--- src/design/ogrc_div.sv ---
// Restoring divider, one quotient bit per cycle.
module ogrc_div #(
    parameter int NUM_W = 25,
    parameter int DEN_W = 9
) (
    input  logic             i_clk,
    input  logic             i_rst_n,
    input  logic             i_start,
    input  logic [NUM_W-1:0] i_num,
    input  logic [DEN_W-1:0] i_den,
    output logic             o_done,
    output logic [NUM_W-1:0] o_quot
);
    localparam int CNT_W = $clog2(NUM_W + 1);
    logic [NUM_W-1:0] r_q, n_q;
    logic [DEN_W:0]   r_rem, n_rem;
    logic [DEN_W-1:0] r_den;
    logic [CNT_W-1:0] r_cnt;
    logic             r_busy, r_done;
    logic [DEN_W:0]   w_sh;

    always_comb begin
        w_sh = {r_rem[DEN_W-1:0], r_q[NUM_W-1]};
        n_q = {r_q[NUM_W-2:0], 1'b0};
        n_rem = w_sh;
        if (w_sh >= {1'b0, r_den}) begin
            n_rem = w_sh - {1'b0, r_den};
            n_q[0] = 1'b1;
        end
    end

    always_ff @(posedge i_clk) begin
        if (!i_rst_n) begin
            r_busy <= 1'b0;
            r_done <= 1'b0;
            r_cnt <= '0;
        end else begin
            r_done <= 1'b0;
            if (i_start) begin
                r_busy <= 1'b1;
                r_cnt <= CNT_W'(NUM_W);
            end else if (r_busy) begin
                r_cnt <= r_cnt - 1'b1;
                if (r_cnt == CNT_W'(1)) begin
                    r_busy <= 1'b0;
                    r_done <= 1'b1;
                end
            end
        end
    end

    always_ff @(posedge i_clk) begin
        if (i_start) begin
            r_q <= i_num;
            r_rem <= '0;
            r_den <= i_den;
        end else if (r_busy) begin
            r_q <= n_q;
            r_rem <= n_rem;
        end
    end

    assign o_done = r_done;
    assign o_quot = r_q;
endmodule

--- config.mk ---
export PLATFORM = sky130hd
export DESIGN_NAME = ogrc_div
export DESIGN_NICKNAME = d
export VERILOG_FILES = /design/src/design/ogrc_div.sv
export SDC_FILE = /design/constraint.sdc
export NUM_CORES = 1
export LEC_CHECK = 0
export ABC_AREA = 1
export BUFFER_PORTS_ARGS = -buffer_cell sky130_fd_sc_hd__clkbuf_2
export CAP_MARGIN = 5
export CORE_MARGIN = 1
export CORE_UTILIZATION = 40
export DETAILED_ROUTE_END_ITERATION = 12
export PLACE_DENSITY = 0.71
export SKIP_CTS_REPAIR_TIMING = 1
export SLEW_MARGIN = 20
export SYNTH_ARGS = -nofsm -noshare
export SYNTH_HDL_FRONTEND = slang
export SYNTH_SLANG_ARGS = --single-unit
--- constraint.sdc ---
create_clock -name i_clk -period 5.3 [get_ports i_clk]
set_input_delay 0.53 -clock i_clk [delete_from_list [all_inputs] [get_ports i_clk]]
set_output_delay 0.53 -clock i_clk [all_outputs]
set_load 0.02 [all_outputs]
Word level (Yosys, flattened, before mapping)

Cells that the tools add are included.

Eq/ne operators: 1
Reduce and logical (&&, ||, !) cells: 3
Muxes and demuxes: 10
Bitwise operators: 2
Order comparisons: 1
Add/sub/neg operators: 2

Operators by type and width:

| cell                                              | number |
|---|---|
| 2-to-1 mux 25 bit                                 | 2 |
| >= comparator 10 x 9 -> 1 bit                     | 1 |
| 2-to-1 mux 5 bit                                  | 2 |
| 2-to-1 mux 9 bit                                  | 1 |
| subtractor 9 bit                                  | 1 |
| == test 5 x 1 -> 1 bit (second input constant)    | 1 |
| 2-to-1 mux 1 bit                                  | 5 |
| subtractor 5 x 1 -> 5 bit (second input constant) | 1 |
| OR reduction 3 bit                                | 1 |
| inverter 1 bit                                    | 2 |
| nonzero test 2 bit                                | 1 |
| OR reduction 2 bit                                | 1 |

Bits in registers: 50
Bits of input ports: 37
Logic and storage cells: 26

Longest topological paths before layout

Depth in word-level cells: 4
Gate-level depth with buffers: 13
Depth with buffers taken out: 13

Least setup slack after synthesis

OpenSTA, ideal clock, no wires.

Path type: register to register
Start: register r_q[24] (netlist: o_quot[24])
End: register r_q[0] (netlist: o_quot[0]), data pin
Data required time: 5.038 ns
Data arrival time: 1.696 ns
Slack: 3.341 ns
Stages on the path, launching flop included: 10
Path buffers: 1
Clock period less this slack: 1.959 ns
Cell sequence: edfxtp_1 inv_1 ha_1 inv_1 fa_1 nand4_1 nand2_1 nand2_2 buf_6 a31oi_1

Cells in the longest elaborated chain, start to end: 4

Ends and longest elaborated chain:

| item                          | line | RTL |
|---|---|---|
| from (decl)                   | 15   | `logic [NUM_W-1:0] r_q, n_q;` |
| from (signal assigned)        | 54   | `r_q <= i_num;` |
| from (signal assigned)        | 58   | `r_q <= n_q;` |
| >= comparator 10 x 9 -> 1 bit | 26   | `if (w_sh >= {1'b0, r_den}) begin` |
| 2-to-1 mux 1 bit              | 26   |  |
| 2-to-1 mux 25 bit             | 57   | `end else if (r_busy) begin` |
| 2-to-1 mux 25 bit             | 53   | `if (i_start) begin` |

Every way passes these cells. The select of a mux whose other input is x is not followed.
A chain may end at the register's enable or synchronous reset.

Worst setup path in the final report

Start: register r_q[24] (netlist: o_quot[24])
End: register r_rem[8]

Cells in the longest elaborated chain, start to end: 2

Ends and longest elaborated chain:

| item                                                                     | line   | RTL |
|---|---|---|
| subtractor 9 bit / >= comparator 10 x 9 -> 1 bit (equally long branches) | 27, 26 |  |
| 2-to-1 mux 9 bit *                                                       | 26     |  |
| to (signal assigned)                                                     | 59     | `r_rem <= n_rem;` |
| to (decl)                                                                | 16     | `logic [DEN_W:0] r_rem, n_rem;` |

Mark *: on every way between the ends. The rest lies on a longest branch, timed or not.

==> impl_results.md <==
* Status: finished, final reports clean
* Final GP Congestion at 0.8589
* Chip width at 83.49 um
* Vias in the first global route at 2,075
* Worst clock skew at 0.01081 ns
* Detailed-routing iteration count for the pre-antenna-repair pass at 5
* Maximum number of pins on one net before global-route repair at 41
* Post-layout minimum cycle time at 2.118 ns
* Total track usage at 16.92%
* Count of distinct cell types in the synthesized netlist at 30
* Worst-Skew Late Latency at 0.30 ns
* Syn Nets at 371
* Average cell area after synthesis at 8.249 um^2
* Standard-cell row count at 29
* Drt first-iter violations at 143
* Highest fanout seen on the critical path at 11
* Clk slew on worst S/H paths at 0.08 ns
* Grt total ovfl at 0
* CTS tree: done
* Data required time at the worst endpoint at 5.54 ns
* Initial standard-cell utilization of the core at 41.59%
* Area of the placeable core at 6386 um^2
* Remaining DRCs at 0
* Post-detailed-placement half-perimeter wirelength at 4.123 mm
* RSZ-0062 raised after global routing: false
* CTS sink cnt at 50
* Startpoint of the worst-slack reg-to-reg timing path: o_quot[24]
* Maximum vdd ir drop at 0.1626 mV
* Post-Syn Area at 2656 um^2
* DIE HEIGHT at 83.49 um
* Per-cell via count in the routed design at 4.734
* Type of element launching the critical path: flop
* Pwr per Cell Area at 276.1 nW/um^2
* Endpoint type of the worst setup path: flop
* Post-synthesis sequential area ratio at 50.49%
* Yosys warning total at 0
* Reg-to-reg critical path endpoint: r_rem[8]
* Final Hold Viols at 0
* Non-Filler Cell Area, Final at 3110 um^2
* Reg2reg setup slack at 3.18 ns
* Number of storage elements in the synthesis netlist at 50
* Depth of the worst register-to-register path at 11
* Hold_ws at 0.4050 ns
* Signed area change from the synthesized netlist to the final layout at 17.10%
* Top Ports at 63
* Worst min path class: primary input to flop
* Final #Nets at 433
* Final number of setup-violating endpoints at 0
* Part of the cycle the worst path needs at 39.96%
* DR vias at 2,187
* Maximum clock rate at 472.1 MHz
* Final antenna diode count at 0
* DRT Wirelength at 5.434 mm
* Slew margin rel. at 35.91%
* Wire length of the first global-routing pass at 9.466 mm
* Critical path data arrival time at 2.36 ns
* Critical path class: flop to flop
* Syn Inst Count at 322
* Number of pins exceeding their max-slew limit in the final report at 0
* Share of post-route cells with drive strength above 1 at 23.12%
* Inserted Clock Buffers at 5
* Sum of negative setup slack at 0 ns
* Worst-margin pin slew at 0.9603 ns
* Worst Hold Launch: i_den[7]
* Hold Path Stages at 1
* Number of nets with antenna violations after detailed routing at 0
* Post-place instance area at 3020 um^2
* CTS root buffer: clkbuf_8
* Pleak at 0.001679 uW
* Number of buffers added on ports at 62
* H-tree Lvls at 2
* Power Total at 858.8 uW
* Post-DR wirelength/cell at 11.76 um
* Antenna violations before repair at 0
* Clk buf depth at 2
* Post-Route Utilization at 48.71%
* Total die area at 6971 um^2
* Count of maximum capacitance violations at 0
* Destination of the worst hold path: r_den[7]
==> flip-flops by register name, indices dropped and copies added, names as in the netlist <==
register	flops
o_quot	25
r_den	9
r_rem	9
r_cnt	5
o_done	1
r_busy	1
==> layer usage <==
metal	part of all wire, %	vias up	routed length [um]	global-route usage, %
met4	1.4	0	77	6.163
met5	0	-	0	0
met2	43	61	2358	25.86
met3	4.7	6	258	3.165
met1	50	984	2739	24.05
li1	-	1136	-	-
==> stage by stage <==
step	cells	setup WS, ns
2_1_floorplan	322	3.341
3_3_place_gp	454	2.910
3_5_place_dp	454	2.870
4_1_cts	462	3.162
5_1_grt	462	2.941
6_report	462	3.182
==> where the power goes <==
group | total (uW) | internal, uW | switching [uW]
Sequential | 474 | 455 | 19.2
Clock | 224 | 107 | 117
Combinational | 161 | 57.3 | 104
Total | 859 | 619 | 240
==> cell usage after synthesis (all sizes together) <==
cell type / count / area share [%]
nand2: 144 / 21
inv: 44 / 6.2
edfxtp: 34 / 38
nand3: 29 / 7.2
dfxtp: 16 / 12
nor2: 13 / 2.0
ha: 11 / 5.2
a21oi: 6 / 1.3
buf: 6 / 1.6
a31oi: 3 / 0.71
xnor2: 3 / 0.99
clkbuf: 2 / 0.28
nand4: 2 / 0.47
clkinv: 1 / 0.19
fa: 1 / 0.75
nor2b: 1 / 0.52
nor3: 1 / 0.19
nor4: 1 / 0.24
o211ai: 1 / 0.28
o21ai: 1 / 0.19
o31ai: 1 / 0.28
or2: 1 / 0.24
==> logic make-up after synthesis <==
family	Yosys count	synth area share, %
flip-flops	50	50.49
AO/OA/AOI/OAI	12	2.732
buffers and inverters	53	8.290
adder cells (fa/ha/maj)	12	5.935
XOR/XNOR	3	0.9893
AND/OR/NAND/NOR	192	31.56
==> layout make-up <==
type	count	area, um^2
inverter	45	170.2
clock buffer	8	90.09
sequential	50	1341
multi-input combinational	219	1095
fill	634	3276
tap	77	96.34
timing repair buffer	63	317.8
==> cells in the final DEF, fill, tap and decap left out, types with 2 or more instances in the layout <==
master and n:
a21oi_1 5, nor2_2 2, nand2_1 140, nor2_1 11, nand2_2 4, inv_1 42, ha_1 11, nand3_1 20
nand4_1 2, a31oi_1 3, edfxtp_1 34, inv_2 2, xnor2_1 3, clkbuf_1 2, nand3_2 9, clkbuf_8 6
dfxtp_1 16, clkbuf_2 62
==> how the worst max path moves through the flow <==
stage	slack, ns	end	startpoint	depth (start not counted)
4_1_cts	3.16	o_quot[15]	i_start	4
3_3_place_gp	2.91	o_quot[17]	i_start	4
5_1_grt	2.94	r_busy	i_start	6
3_5_place_dp	2.87	r_busy	i_start	6
6_report	3.18	r_rem[8]	o_quot[24]	11
2_1_floorplan	3.34	o_quot[0]	o_quot[24]	9
==> critical path, stage by stage, from the launching register on <==
cell and delay [ns]:
edfxtp_1 0.40, inv_1 0.11, ha_1 0.15, inv_1 0.07, fa_1 0.43, nand4_1 0.14, nand2_1 0.09, nand2_2 0.26
nand2_2 0.18, nand2_1 0.11, nand3_1 0.07, nand2_1 0.08
No activity file was read; power rests on OpenSTA's default activity.
